<file path="src/hw/rtl/rmc_pkg.sv">
// ----------------------------------------------------------------------------
// rmc_pkg
// Types, register map and codes of the register-mapped calculator.
// ----------------------------------------------------------------------------
package rmc_pkg;

  localparam int DATA_W    = 32;
  localparam int ADDR_W    = 12;
  localparam int OP_W      = 2;
  localparam int WORD_W    = ADDR_W - 2;
  localparam int CNT_W     = $clog2(DATA_W);
  localparam int REG_COUNT = 6;

  localparam logic [ADDR_W-1:0] REG_BYTES  = ADDR_W'(REG_COUNT * 4);
  localparam logic [CNT_W-1:0]  STEP_LAST  = CNT_W'(DATA_W - 1);

  // Transfer kinds
  localparam logic [OP_W-1:0] OP_READ  = 2'd0;
  localparam logic [OP_W-1:0] OP_WRITE = 2'd1;
  localparam logic [OP_W-1:0] OP_TICK  = 2'd2;

  // Register word indices
  localparam logic [WORD_W-1:0] IDX_OPERATOR = 10'd0;
  localparam logic [WORD_W-1:0] IDX_OPA      = 10'd1;
  localparam logic [WORD_W-1:0] IDX_OPB      = 10'd2;
  localparam logic [WORD_W-1:0] IDX_CONTROL  = 10'd3;
  localparam logic [WORD_W-1:0] IDX_STATUS   = 10'd4;
  localparam logic [WORD_W-1:0] IDX_RESULT   = 10'd5;
  localparam logic [WORD_W-1:0] ID_FIRST     = 10'h3F8;
  localparam logic [WORD_W-1:0] ID_LAST      = 10'h3FF;

  // Operator codes (low bits; upper bits must be zero)
  localparam logic [1:0] OPC_ADD = 2'd0;
  localparam logic [1:0] OPC_SUB = 2'd1;
  localparam logic [1:0] OPC_MUL = 2'd2;
  localparam logic [1:0] OPC_DIV = 2'd3;

  // Control commands
  localparam logic [DATA_W-1:0] CTL_IDLE  = 32'd0;
  localparam logic [DATA_W-1:0] CTL_GO    = 32'd1;
  localparam logic [DATA_W-1:0] CTL_CLRI  = 32'd2;
  localparam logic [DATA_W-1:0] CTL_ABORT = 32'd3;

  localparam logic [7:0] ID_BYTES [8] = '{8'h11, 8'h10, 8'h88, 8'h08,
                                          8'h0d, 8'hf0, 8'h05, 8'hb1};

  typedef struct packed {
    logic [OP_W-1:0]   op;
    logic [ADDR_W-1:0] addr;
    logic [DATA_W-1:0] wdata;
  } rmc_in_t;

  typedef struct packed {
    logic [DATA_W-1:0] rdata;
    logic              ok;
    logic              irq;
  } rmc_out_t;

  typedef struct packed {
    logic       start;
    logic [1:0] opc;
    logic       known;
  } rmc_alu_req_t;

  typedef struct packed {
    logic              done;
    logic [DATA_W-1:0] result;
  } rmc_alu_rsp_t;

  typedef enum logic [1:0] {
    ALU_IDLE,
    ALU_RUN,
    ALU_DONE
  } rmc_alu_state_e;

  typedef enum logic {
    ST_ACCEPT,
    ST_CALC
  } rmc_state_e;

endpackage

</file>
<file path="src/hw/rtl/rmc_alu.sv">
// ----------------------------------------------------------------------------
// rmc_alu
// Iterative arithmetic unit: one shared 33-bit adder serves add, subtract,
// shift-add multiply and restoring divide; the last two take one bit a cycle.
// ----------------------------------------------------------------------------
module rmc_alu (
  input  logic                        clk_i,
  input  logic                        rst_ni,
  input  rmc_pkg::rmc_alu_req_t       req_i,
  input  logic [rmc_pkg::DATA_W-1:0]  a_i,
  input  logic [rmc_pkg::DATA_W-1:0]  b_i,
  output rmc_pkg::rmc_alu_rsp_t       rsp_o
);
  import rmc_pkg::*;

  rmc_alu_state_e    state_q, state_d;
  logic [CNT_W-1:0]  cnt_q, cnt_d;
  logic [DATA_W-1:0] acc_q, acc_d;
  logic [DATA_W-1:0] mcand_q, mcand_d;
  logic [DATA_W-1:0] mplier_q, mplier_d;
  logic [DATA_W-1:0] res_q, res_d;
  logic [1:0]        op_q, op_d;

  logic [DATA_W:0]   add_x, add_y;
  logic              add_sub;
  logic [DATA_W+1:0] add_sum;
  logic              no_borrow;
  logic              b_zero;

  assign b_zero = (b_i == '0);

  // Shared adder operand selection
  always_comb begin
    add_x   = {1'b0, a_i};
    add_y   = {1'b0, b_i};
    add_sub = (req_i.opc == OPC_SUB);
    if (state_q == ALU_RUN) begin
      if (op_q == OPC_DIV) begin
        add_x   = {acc_q, mplier_q[DATA_W-1]};
        add_y   = {1'b0, mcand_q};
        add_sub = 1'b1;
      end else begin
        add_x   = {1'b0, acc_q};
        add_y   = {1'b0, mcand_q};
        add_sub = 1'b0;
      end
    end
  end

  assign add_sum   = {1'b0, add_x} + {1'b0, (add_sub ? ~add_y : add_y)}
                   + (DATA_W+2)'(add_sub);
  assign no_borrow = add_sum[DATA_W+1];

  // Next state
  always_comb begin
    state_d = state_q;
    case (state_q)
      ALU_IDLE: begin
        if (req_i.start) begin
          if (req_i.known && ((req_i.opc == OPC_MUL) ||
                              ((req_i.opc == OPC_DIV) && !b_zero))) begin
            state_d = ALU_RUN;
          end else begin
            state_d = ALU_DONE;
          end
        end
      end
      ALU_RUN: begin
        if (cnt_q == STEP_LAST) begin
          state_d = ALU_DONE;
        end
      end
      ALU_DONE: state_d = ALU_IDLE;
      default:  state_d = ALU_IDLE;
    endcase
  end

  // Datapath
  always_comb begin
    cnt_d    = cnt_q;
    acc_d    = acc_q;
    mcand_d  = mcand_q;
    mplier_d = mplier_q;
    res_d    = res_q;
    op_d     = op_q;
    case (state_q)
      ALU_IDLE: begin
        if (req_i.start) begin
          op_d  = req_i.opc;
          cnt_d = '0;
          acc_d = '0;
          case (req_i.opc)
            OPC_ADD, OPC_SUB: res_d = add_sum[DATA_W-1:0];
            OPC_MUL: begin
              mcand_d  = a_i;
              mplier_d = b_i;
            end
            OPC_DIV: begin
              mcand_d  = b_i;
              mplier_d = a_i;
              res_d    = '0;
            end
            default: res_d = '0;
          endcase
          if (!req_i.known) begin
            res_d = '0;
          end
        end
      end
      ALU_RUN: begin
        cnt_d = cnt_q + 1'b1;
        if (op_q == OPC_DIV) begin
          // Restoring step: keep the difference when it does not borrow
          acc_d    = no_borrow ? add_sum[DATA_W-1:0]
                               : {acc_q[DATA_W-2:0], mplier_q[DATA_W-1]};
          mplier_d = {mplier_q[DATA_W-2:0], no_borrow};
          if (cnt_q == STEP_LAST) begin
            res_d = {mplier_q[DATA_W-2:0], no_borrow};
          end
        end else begin
          acc_d    = mplier_q[0] ? add_sum[DATA_W-1:0] : acc_q;
          mcand_d  = {mcand_q[DATA_W-2:0], 1'b0};
          mplier_d = {1'b0, mplier_q[DATA_W-1:1]};
          if (cnt_q == STEP_LAST) begin
            res_d = mplier_q[0] ? add_sum[DATA_W-1:0] : acc_q;
          end
        end
      end
      default: ;
    endcase
  end

  // Outputs
  always_comb begin
    rsp_o.done   = (state_q == ALU_DONE);
    rsp_o.result = res_q;
  end

  always_ff @(posedge clk_i or negedge rst_ni) begin
    if (!rst_ni) begin
      state_q <= ALU_IDLE;
      cnt_q   <= '0;
    end else begin
      state_q <= state_d;
      cnt_q   <= cnt_d;
    end
  end

  always_ff @(posedge clk_i) begin
    acc_q    <= acc_d;
    mcand_q  <= mcand_d;
    mplier_q <= mplier_d;
    res_q    <= res_d;
    op_q     <= op_d;
  end

endmodule

</file>
<file path="src/hw/rtl/register_mapped_calculator_top.sv">
// ----------------------------------------------------------------------------
// register_mapped_calculator_top
// Bus-attached 32-bit calculator with operator, operand, control, status and
// result registers, an ID block and an interrupt level.
// ----------------------------------------------------------------------------
// Usage
//   The input channel carries one transfer per item: a bus read, a bus write
//   or a calculator tick. Every item gives exactly one result on the output
//   channel: read data, an ok flag and the interrupt level after the item.
//   Reads, writes and ticks that do not compute load their result into the
//   output register, where it sits from the next cycle on.
//   A computing tick (busy, first phase, no abort) hands the operands to the
//   iterative unit: add, sub, unknown codes and divide by zero go straight to
//   its done state; mul and div first make the 32 one-bit steps through the
//   shared adder. No new item is taken until the unit's result has been loaded
//   into the output register.
//   A new item is taken whenever no computation is in flight and the output
//   register is empty or is being drained in the same cycle; a stalled result
//   holds the input off.
//   Reset clears the register file, the interrupt and the status to idle, and
//   leaves the output channel empty.
// ----------------------------------------------------------------------------
module register_mapped_calculator_top (
  input  logic              clk_i,
  input  logic              rst_ni,
  input  logic              in_valid_i,
  output logic              in_stall_o,
  input  rmc_pkg::rmc_in_t  in_data_i,
  output logic              out_valid_o,
  input  logic              out_stall_i,
  output rmc_pkg::rmc_out_t out_data_o
);
  import rmc_pkg::*;

  rmc_state_e        state_q, state_d;
  logic [DATA_W-1:0] operator_q, operator_d;
  logic [DATA_W-1:0] opa_q, opa_d;
  logic [DATA_W-1:0] opb_q, opb_d;
  logic [DATA_W-1:0] ctl_q, ctl_d;
  logic [DATA_W-1:0] result_q, result_d;
  logic              busy_q, busy_d;
  logic              phase_q, phase_d;
  logic              irq_q, irq_d;
  logic              out_valid_q, out_valid_d;
  rmc_out_t          out_data_q, out_data_d;

  logic              in_acc;
  logic              out_free;
  logic              compute;
  logic [WORD_W-1:0] word;
  logic              in_regs;
  logic              in_id;
  logic [DATA_W-1:0] reg_rdata;

  rmc_alu_req_t      alu_req;
  rmc_alu_rsp_t      alu_rsp;

  // Take a new item only when no computation runs and the output register will be free
  assign out_free   = !out_valid_q || !out_stall_i;
  assign in_stall_o = (state_q != ST_ACCEPT) || !out_free;
  assign in_acc     = in_valid_i && !in_stall_o;

  assign word    = in_data_i.addr[ADDR_W-1:2];
  assign in_regs = (in_data_i.addr < REG_BYTES);
  assign in_id   = (word >= ID_FIRST) && (word <= ID_LAST);

  // A tick that must run the arithmetic unit before it can answer
  assign compute = in_acc && (in_data_i.op == OP_TICK) && busy_q &&
                   (ctl_q != CTL_ABORT) && !phase_q;

  always_comb begin
    case (word)
      IDX_OPERATOR: reg_rdata = operator_q;
      IDX_OPA:      reg_rdata = opa_q;
      IDX_OPB:      reg_rdata = opb_q;
      IDX_CONTROL:  reg_rdata = ctl_q;
      IDX_STATUS:   reg_rdata = {{(DATA_W-1){1'b0}}, busy_q};
      IDX_RESULT:   reg_rdata = result_q;
      default:      reg_rdata = '0;
    endcase
  end

  always_comb begin
    alu_req.start = compute;
    alu_req.opc   = operator_q[1:0];
    alu_req.known = (operator_q[DATA_W-1:2] == '0);
  end

  rmc_alu u_alu (
    .clk_i  (clk_i),
    .rst_ni (rst_ni),
    .req_i  (alu_req),
    .a_i    (opa_q),
    .b_i    (opb_q),
    .rsp_o  (alu_rsp)
  );

  // Sequencer next state
  always_comb begin
    state_d = state_q;
    case (state_q)
      ST_ACCEPT: if (compute)      state_d = ST_CALC;
      ST_CALC:   if (alu_rsp.done) state_d = ST_ACCEPT;
      default:   state_d = ST_ACCEPT;
    endcase
  end

  // Register file, tick control and result formation
  always_comb begin
    operator_d  = operator_q;
    opa_d       = opa_q;
    opb_d       = opb_q;
    ctl_d       = ctl_q;
    result_d    = result_q;
    busy_d      = busy_q;
    phase_d     = phase_q;
    irq_d       = irq_q;
    out_data_d  = out_data_q;
    out_valid_d = out_valid_q && out_stall_i;

    if (in_acc) begin
      out_data_d.rdata = '0;
      out_data_d.ok    = 1'b0;
      case (in_data_i.op)
        OP_READ: begin
          if (in_regs) begin
            out_data_d.rdata = reg_rdata;
            out_data_d.ok    = 1'b1;
          end else if (in_id) begin
            out_data_d.rdata = {{(DATA_W-8){1'b0}}, ID_BYTES[word[2:0]]};
            out_data_d.ok    = 1'b1;
          end
        end
        OP_WRITE: begin
          if (in_regs) begin
            out_data_d.ok = 1'b1;
            case (word)
              IDX_OPERATOR: operator_d = in_data_i.wdata;
              IDX_OPA:      opa_d      = in_data_i.wdata;
              IDX_OPB:      opb_d      = in_data_i.wdata;
              IDX_CONTROL:  ctl_d      = in_data_i.wdata;
              default:      out_data_d.ok = 1'b0;
            endcase
          end
        end
        OP_TICK: begin
          out_data_d.ok = 1'b1;
          if (!busy_q) begin
            if (ctl_q == CTL_GO) begin
              irq_d   = 1'b0;
              phase_d = 1'b0;
              busy_d  = 1'b1;
            end else if (ctl_q == CTL_CLRI) begin
              irq_d = 1'b0;
            end
          end else if (ctl_q == CTL_ABORT) begin
            phase_d = 1'b0;
            busy_d  = 1'b0;
          end else if (!phase_q) begin
            phase_d = 1'b1;
          end else begin
            irq_d   = 1'b1;
            busy_d  = 1'b0;
            phase_d = 1'b0;
          end
          ctl_d = CTL_IDLE;
        end
        default: ;
      endcase
      out_data_d.irq = irq_d;
      // Hold the result back on a computing tick until the unit finishes
      if (!compute) begin
        out_valid_d = 1'b1;
      end
    end

    if ((state_q == ST_CALC) && alu_rsp.done) begin
      result_d         = alu_rsp.result;
      out_data_d.rdata = '0;
      out_data_d.ok    = 1'b1;
      out_data_d.irq   = irq_q;
      out_valid_d      = 1'b1;
    end
  end

  always_ff @(posedge clk_i or negedge rst_ni) begin
    if (!rst_ni) begin
      state_q     <= ST_ACCEPT;
      operator_q  <= '0;
      opa_q       <= '0;
      opb_q       <= '0;
      ctl_q       <= CTL_IDLE;
      result_q    <= '0;
      busy_q      <= 1'b0;
      phase_q     <= 1'b0;
      irq_q       <= 1'b0;
      out_valid_q <= 1'b0;
    end else begin
      state_q     <= state_d;
      operator_q  <= operator_d;
      opa_q       <= opa_d;
      opb_q       <= opb_d;
      ctl_q       <= ctl_d;
      result_q    <= result_d;
      busy_q      <= busy_d;
      phase_q     <= phase_d;
      irq_q       <= irq_d;
      out_valid_q <= out_valid_d;
    end
  end

  // Result payload; advance only on load
  always_ff @(posedge clk_i) begin
    out_data_q <= out_data_d;
  end

  assign out_valid_o = out_valid_q;
  assign out_data_o  = out_data_q;

endmodule

</file>
<file path="config.mk">
export PLATFORM = sky130hd
export DESIGN_NAME = register_mapped_calculator_top
export DESIGN_NICKNAME = d
export VERILOG_FILES = /design/src/hw/rtl/rmc_pkg.sv /design/src/hw/rtl/rmc_alu.sv /design/src/hw/rtl/register_mapped_calculator_top.sv
export SDC_FILE = /design/constraint.sdc
export NUM_CORES = 1
export LEC_CHECK = 0
export BUFFER_PORTS_ARGS = -buffer_cell sky130_fd_sc_hd__buf_2
export CORE_ASPECT_RATIO = 1.25
export CORE_MARGIN = 5
export CORE_UTILIZATION = 38
export DETAILED_ROUTE_END_ITERATION = 8
export PLACE_DENSITY = 0.51
export SLEW_MARGIN = 15
export SYNTH_ARGS = -nofsm -noshare
export SYNTH_HDL_FRONTEND = slang
export SYNTH_HIERARCHICAL = 1
export SYNTH_SLANG_ARGS = --single-unit
export TNS_END_PERCENT = 100
</file>
<file path="constraint.sdc">
create_clock -name clk_i -period 8.3 [get_ports clk_i]
set_input_delay 1.66 -clock clk_i [delete_from_list [all_inputs] [get_ports clk_i]]
set_output_delay 1.66 -clock clk_i [all_outputs]
set_load 0.005 [all_outputs]
</file>
After elaboration in Yosys (flattened, before gate mapping). Memories as Yosys holds them, arrays and structs flattened. Index checks and enable logic that the tools add are counted.

Flip-flop bits (word level): 336. Bits in latches: 0. Memory bits (writable): 0. Bits in read-only memories: 64. Output and inout bits: 36. Logic and storage cells: 163. Memories: 1.

$add $sub $neg: 3. Multiply operators: 0. Div/mod/pow operators: 0. Magnitude comparators: 4. Equal/unequal tests: 25. Shift-type cells: 0. Muxes and demuxes: 64. Bitwise logic cells: 3. Reductions and logical operators: 43.

Memories: (name not given) (depth 8, width 8, rd ports 1, clocked after memory_dff 0, write ports 0, line register_mapped_calculator_top.sv:130) `out_data_d.rdata = {{(DATA_W-8){1'b0}}, ID_BYTES[word[2:0]]};`.

Operators with widths (count): 32-bit 2-to-1 mux (17); 32-bit one-hot mux with 2 select lines (8); 32-bit one-hot mux with 6 select lines (1); 33-bit 2-to-1 mux (4); 32-bit by 2-bit equality test with 1-bit output (second input constant) (2); 33-bit by 33-bit adder with 34-bit output (1); 34-bit by 1-bit adder with 34-bit output (1); 32-bit inverter with 33-bit output (1); 32-bit by 1-bit equality test with 1-bit output (second input constant) (1); 32-bit logical NOT (1); 32-bit by 2-bit != test with 1-bit output (second input constant) (1); 30-bit logical NOT (1); 4-bit AND reduction (6); 1-bit 2-to-1 mux (23); 10-bit by 2-bit equality test with 1-bit output (second input constant) (2); 10-bit by 3-bit equality test with 1-bit output (second input constant) (2); 8-bit 2-to-1 mux (2); 12-bit by 5-bit less-than comparator with 1-bit output (second input constant) (1); 10-bit by 1-bit equality test with 1-bit output (second input constant) (1); 2-bit equality test (second input constant) (5); 10-bit >= comparator (second input constant) (1); 10-bit <= comparator (second input constant) (1); 1-bit logical AND (10); 10-bit logical NOT (1); other kinds (25) (48).

Depth between registers and ports, before layout. Gate-level depths: netlist (run 1).

Word-level depth: 13. Depth in mapped cells: 21.

Cells and area by module. The synthesis (run 1) kept the hierarchy.

By module, submodules not included: rmc_alu (times used 1, cells each 1191, area each 10456.3 um^2, seq. area each 4078.9 um^2); register_mapped_calculator_top (times used 1, cells each 762, area each 8959.8 um^2, seq. area each 4819.6 um^2).

Worst setup path before layout (run 1). Ideal clock, no wire load.

Path type: input to register. Start: in out_stall_i. End: reg u_alu.mcand_q[0] (enable). Data arrival time: 5.173 ns. Data required time: 7.839 ns. Slack: 2.666 ns. Stages on the path: 6. Path buffers: 1. Path through: and2_1 > or3_1 > clkbuf_1 > nor4b_1 > a21oi_1 > nor3_1.

RTL lines: start, declared (line register_mapped_calculator_top.sv:30) `input logic out_stall_i,`; end signal, assigned (line rmc_alu.sv:151) `mcand_q <= mcand_d;`; end, declared (line rmc_alu.sv:19) `logic [DATA_W-1:0] mcand_q, mcand_d;`.

Worst setup path in the final report (run 1).
Start: reg u_alu.state_q[1]. End: reg u_alu.res_q[28], data pin.

Word-level cells in the longest chain between the ends: 10.

Ends and longest elaborated chain: start, declared (line rmc_alu.sv:16) `rmc_alu_state_e state_q, state_d;`; start signal, assigned (line rmc_alu.sv:144) `state_q <= state_d;`; 2-bit by 1-bit equality test with 1-bit output (line rmc_alu.sv:37, rmc_alu.sv:86); 32-bit 2-to-1 mux (line rmc_alu.sv:37) `if (state_q == ALU_RUN) begin`; 32-bit inverter with 33-bit output (line rmc_alu.sv:50) `assign add_sum = {1'b0, add_x} + {1'b0, (add_sub ? ~add_y : add_y)}`; 33-bit 2-to-1 mux (line rmc_alu.sv:50); 33-bit by 33-bit adder with 34-bit output (line rmc_alu.sv:50); 34-bit by 1-bit adder with 34-bit output (line rmc_alu.sv:51) `+ (DATA_W+2)'(add_sub);`; 32-bit one-hot mux with 2 select lines or 32-bit 2-to-1 mux (tied branches) (line rmc_alu.sv:92, rmc_alu.sv:125); 32-bit 2-to-1 mux, on equally long branches (line rmc_alu.sv:105, rmc_alu.sv:124); 32-bit 2-to-1 mux, on equally long branches (line rmc_alu.sv:88, rmc_alu.sv:112); 32-bit one-hot mux with 2 select lines * (line rmc_alu.sv:86) `case (state_q)`; named net u_alu.res_d[28] (line rmc_alu.sv:21) `logic [DATA_W-1:0] res_q, res_d;`; end signal, assigned (line rmc_alu.sv:153) `res_q <= res_d;`; end, declared (line rmc_alu.sv:21).

The timed path passes the listed nets; every way through them passes the cells marked *. The select of a mux whose other input is x is not followed. A chain may end at the register's enable or synchronous reset.

==> flow_summary.json, run 1 <==
{
  "die_area_sq_um": 55700,
  "start_util": 0.384,
  "cts_buffer_depth": 3,
  "layout-drive-gt1-share": 0.168,
  "hpwl_um": 43900,
  "dp_cells": 2584,
  "crit_type": "flop to flop",
  "vias": 15680,
  "hp-start": "out_data_o[7]",
  "antenna_found_initial": 2,
  "arrival_ns": 5.78,
  "grt_pass1_vias": 15443,
  "placementRows": 92,
  "cts_tree": "built",
  "io_pins": 86,
  "muxShareOfSynthArea": 0.111,
  "grt_max_degree": 220,
  "clkLatencyLatePin_ns": 0.56,
  "final-instance-count-excl-fill": 2651,
  "grt_pass1_wl_um": 96000,
  "status": "finished, final reports clean",
  "placed_area_sq_um": 20300,
  "reg2reg_from": "u_alu/state_q[1]",
  "ys_warn_count": 6,
  "cts_hold_buf": 0,
  "fin_area_sq_um": 21600,
  "synth.net_count": 2038,
  "wl_um": 62300,
  "fill_cells": 4865,
  "max_cap_violations": 0,
  "slew_viol_final": 0,
  "vdd_drop_max_uv": 113,
  "synth_top_family_by_area": "compound AO/OA/AOI/OAI gates",
  "htree_levels": 2,
  "worst_setup_path_start_kind": "flop",
  "tns_ns": 0,
  "io_buffers": 83,
  "grt_overflow": 0,
  "critPathLaunch": "u_alu/state_q[1]",
  "synth-edff-count": 131,
  "timing.final.crit_period_ns": 5.55,
  "final_antenna_net_count": 0,
  "cts_setup_buffers": 0,
  "crit_path_end_kind": "flop",
  "nets": 2049,
  "pre_cts_slack_ns": 2.91,
  "async_flop_share": 0.512,
  "yosysUniqueCellTypes": 88,
  "max_freq_ghz": 0.180,
  "register_area_sq_um": 8900,
  "viasPerCell": 5.91,
  "syn_inst": 1953,
  "drt_iter0_markers": 1526,
  "clock_skew_ns": 0.0338,
  "drtPass1Iterations": 6,
  "cp.required_ns": 8.53,
  "setup_viol": 0,
  "power.leakage_uw": 0.00924,
  "worst_pin_slew_ns": 1.11,
  "wl_per_cell_um": 23.5,
  "synth-xor-area-share": 0.0271,
  "p_total_uw": 3620,
  "die_h_um": 263,
  "synth_flop_cell": "dfrtp_1",
  "multiInputGateArea_sq_um": 9890,
  "period_share": 0.669,
  "cts.sink_count": 336,
  "cts_resized": 0,
  "die_x_um": 212,
  "finalHoldViolations": 0,
  "cts-root-buf": "clkbuf_16",
  "layout_common_cells": "nand2_1, dfrtp_1, o21ai_0",
  "final_common_cell": "nand2_1",
  "ys_seq_area_frac": 0.458,
  "hp-class": "flop to flop",
  "gp_congestion": 0.815,
  "max-slew-margin-rel": 0.263,
  "path_clk_slew_ns": 0.06,
  "avgSynthCellArea_sq_um": 9.94,
  "cts_made_buffers": 36,
  "finalWorstSetupSlack_ns": 2.75,
  "synth_simple_gate_area_frac": 0.141,
  "synth-compound-area-share": 0.205,
  "core_area_sq_um": 50500,
  "track_usage": 0.217,
  "syn_area_sq_um": 19400,
  "synth-seq-cells": 336,
  "synth_fa_ha_area_frac": 0.0229,
  "power.density_nw_per_um2": 167,
  "cp_max_fo": 219,
  "rsz0062_at_grt": "false",
  "drc": 0,
  "syn2layout_area_growth_pct": 11.4
}
-- synth_stat cells, drive strengths merged, types with 16 or more instances --
library cell / instances / share of area
and3: 39 / 0.013
a21boi: 36 / 0.014
ha: 34 / 0.022
nor2: 112 / 0.022
a22oi: 42 / 0.016
mux2: 135 / 0.084
inv: 16 / 0.0031
nand3: 18 / 0.0046
edfxtp: 131 / 0.20
a221o: 34 / 0.018
o21ai: 154 / 0.040
a21o: 27 / 0.011
dfxtp: 33 / 0.034
a21oi: 75 / 0.020
xnor2: 47 / 0.021
a31oi: 68 / 0.022
nor4: 26 / 0.011
nand2: 302 / 0.058
clkbuf: 104 / 0.020
mux2i: 53 / 0.027
a22o: 33 / 0.015
buf: 36 / 0.011
dfrtp: 172 / 0.22
a211oi: 43 / 0.017
-- sequential cells by signal, summed over array words and instances, names as in the netlist, 5 cells and up --
signal,flops
out_data_o,34
ctl_q,32
opa_q,32
opb_q,32
operator_q,32
result_q,32
u_alu/acc_q,32
u_alu/mcand_q,32
u_alu/mplier_q,32
u_alu/res_q,32
u_alu/cnt_q,5
-- area by class of cell --
cell class                 instances  share of cell area
sequential                       336               0.411
tap                              658              0.0381
clock inverter                    22              0.0152
timing repair buffer             113              0.0305
clock buffer                      44              0.0449
antenna                            1            0.000116
multi-input combinational       1460               0.457
inverter                          17             0.00295
-- kinds of logic (layout without fill, tap and decap cells) --
kind of cell | after synthesis | count (layout)
other cells | 0 | 1
mux | 188 | 188
compound gates | 587 | 587
buf+inv | 157 | 196
xor+xnor | 60 | 60
simple gates | 590 | 590
flops | 336 | 336
fa+ha+maj | 35 | 35
-- worst max-delay path, stage by stage, from the launching register on --
cell and delay (ns):
dfrtp_1 0.53, and2b_4 0.35, buf_12 0.56, nor3b_1 0.13, a211oi_2 0.40, inv_1 0.12, fa_1 0.47, nor2b_1 0.17
o2111ai_1 0.28, a21boi_0 0.27, o21ai_1 0.17, a211oi_1 0.53, o31ai_2 0.21, mux2i_1 0.17, a2111oi_2 0.48, o21ai_0 0.22
-- where the power goes --
part           leakage (uW)  switching, uW  internal (uW)
Sequential          0.00403           4.32           1720
Combinational       0.00459           85.2           28.4
Clock              0.000620            722           1060
-- final timing paths --
| check | end | slack (ns) | cells after the start |
|---|---|---|---|
| worst max-delay path | u_alu/res_q[28] | 2.75 | 15 |
| worst min-delay path | out_data_o[7] | 0.45 | 2 |
| worst max register to register | u_alu/res_q[28] | 2.75 | 15 |
| worst min register to register | out_data_o[7] | 0.45 | 2 |
| max in group asynchronous | ctl_q[13] | 5.27 | 3 |
| min in group asynchronous | ctl_q[22] | 1.11 | 1 |
-- through the flow --
stage	hold slack (ns)	utilization
finish	0.449	0.428
global route	0.470	0.428
CTS	0.453	0.428
detailed placement	0.444	0.402
global placement	0.443	0.402
floorplan	0.444	-
-- layer usage --
| metal | share of wire | global-route usage | up-vias |
|---|---|---|---|
| met3 | 0.041 | 0.0193 | 76 |
| met4 | 0.023 | 0.0542 | 0 |
| met1 | 0.48 | 0.322 | 7871 |
| met2 | 0.46 | 0.340 | 433 |
| li1 | - | - | 7300 |
| met5 | 0 | 0 | - |
(Power assumes the default switching activity.)
==> run 2: changes to the inputs <==
clock period = 5.5 ns   (was 8.3 ns; I/O delays follow)
==> flow_summary.json, run 2 (same netlist as run 1, synthesis figures left out) <==
{
  "core_area_sq_um": 50500,
  "crit_path_end_kind": "flop",
  "drt_iter0_markers": 1498,
  "cp_max_fo": 155,
  "grt_overflow": 0,
  "die_area_sq_um": 55700,
  "track_usage": 0.215,
  "critPathLaunch": "u_alu/state_q[1]",
  "layout_common_cells": "nand2_1, dfrtp_1, o21ai_0",
  "rsz0062_at_grt": "false",
  "final_antenna_net_count": 0,
  "critPathSlowestCell": "dfrtp_1",
  "htree_levels": 2,
  "setup_viol": 0,
  "io_pins": 86,
  "die_x_um": 212,
  "cp_cell_sequence": "and2b_4, buf_12, nand2_1, a21boi_0, xnor2_1, ha_1, nand4_1, or3_1, nor3_1, nand2_1, o211ai_2, or2_1, nand3_1, o21ai_0",
  "cts.sink_count": 336,
  "nets": 2053,
  "vias": 15663,
  "worst_pin_slew_ns": 1.15,
  "hp-class": "flop to flop",
  "cp.required_ns": 5.86,
  "viasPerCell": 5.89,
  "cp_slowest_stage_delay_ns": 0.58,
  "placed_area_sq_um": 20400,
  "fin_area_sq_um": 21700,
  "drc": 0,
  "crit_buf_inv": 1,
  "antenna_found_initial": 0,
  "placementRows": 92,
  "hpwl_um": 44300,
  "gp_congestion": 0.868,
  "power.density_nw_per_um2": 252,
  "grt_pass1_wl_um": 96000,
  "max_freq_ghz": 0.198,
  "largest_reg_flops": 34,
  "status": "finished, final reports clean",
  "io_buffers": 83,
  "final_util": 0.430,
  "grt_pass1_vias": 15300,
  "layout-drive-gt1-share": 0.170,
  "path_delay_family": "simple AND/OR/NAND/NOR gates",
  "cts-root-buf": "clkbuf_16",
  "timing.final.crit_period_ns": 5.05,
  "cts_buffer_depth": 3,
  "crit_type": "flop to flop",
  "pre_cts_slack_ns": 0.330,
  "clkLatencyLatePin_ns": 0.54,
  "start_util": 0.384,
  "crit_top_cell": "nand2_1",
  "power.leakage_uw": 0.00930,
  "arrival_ns": 5.40,
  "reg2reg_from": "u_alu/state_q[1]",
  "cts_hold_buf": 0,
  "finalWorstSetupSlack_ns": 0.453,
  "finalHoldViolations": 0,
  "clock_skew_ns": 0.0215,
  "die_h_um": 263,
  "final_common_cell": "nand2_1",
  "period_share": 0.918,
  "drtPass1Iterations": 5,
  "syn2layout_area_growth_pct": 11.8,
  "slew_viol_final": 0,
  "cts_tree": "built",
  "hp-start": "out_data_o[5]",
  "grt_max_degree": 156,
  "path_clk_slew_ns": 0.06,
  "wl_um": 61700,
  "fill_cells": 4894,
  "vdd_drop_max_uv": 172,
  "max-slew-margin-rel": 0.230,
  "max_cap_violations": 0,
  "tns_ns": 0,
  "wl_per_cell_um": 23.2,
  "cts_made_buffers": 38,
  "worst_setup_path_start_kind": "flop"
}
==> run 2: changes by cell type in the layout (fill, tap and decap cells not counted), sizes merged <==
| cell | previous run | this run |
|---|---|---|
| buf | 113 | 115 |
| clkinv | 12 | 9 |
| clkbuf | 44 | 56 |
| inv | 15 | 18 |
| bufinv | 7 | 4 |
| clkinvlp | 5 | 0 |
==> run 2: final cells by class <==
type	count	area, sq um	share of cell area
clock inverter	14	179	0.00824
multi-input combinational	1460	9900	0.456
tap	658	823	0.0379
antenna	1	2.50	0.000115
sequential	336	8900	0.410
inverter	17	63.8	0.00294
clock buffer	56	1150	0.0531
timing repair buffer	115	699	0.0322
==> run 2: per-stage QoR <==
| stage | hold WS [ns] | cells | total power, uW |
|---|---|---|---|
| 2_1_floorplan | 0.444 | 1953 | 2720 |
| 3_3_place_gp | 0.441 | 2586 | 2820 |
| 3_5_place_dp | 0.447 | 2586 | 2820 |
| 4_1_cts | 0.455 | 2656 | 5550 |
| 5_1_grt | 0.477 | 2656 | 5650 |
| 6_report | 0.450 | 2657 | 5480 |
==> run 2: worst paths after layout <==
path	end	slack, ns	cells past startpoint
setup / recovery	u_alu/acc_q[29]	0.45	14
hold / removal	out_data_o[5]	0.45	2
setup reg to reg	u_alu/acc_q[29]	0.45	14
hold reg to reg	out_data_o[5]	0.45	2
max in group asynchronous	operator_q[0]	3.85	2
min in group asynchronous	opa_q[27]	0.66	1
==> run 2: power breakdown <==
part | total (uW) | internal [uW] | switching (uW)
clock network | 2710 | 1650 | 1070
logic | 171 | 43.1 | 128
registers | 2600 | 2590 | 6.25
total | 5480 | 4280 | 1200
==> run 2: routing by layer <==
metal	GRT usage	vias to the layer above	part of all wire	wire [um]
li1	-	7323	-	-
met1	0.321	7773	0.47	29100
met2	0.333	494	0.45	28000
met3	0.0235	73	0.052	3220
met4	0.0538	0	0.023	1400
met5	0	-	0	0
==> run 2: timing repair <==
action	in CTS	in global routing
buffers inserted	0	0
gates resized for setup	0	1
setup endpoints to repair	0	1
==> run 2: tightest hold or removal path, delay by kind of cell (launching register included) <==
kind / cells / cell delay [ns]
simple gates: 1 / 0.05
flops: 1 / 0.31
compound gates: 1 / 0.05
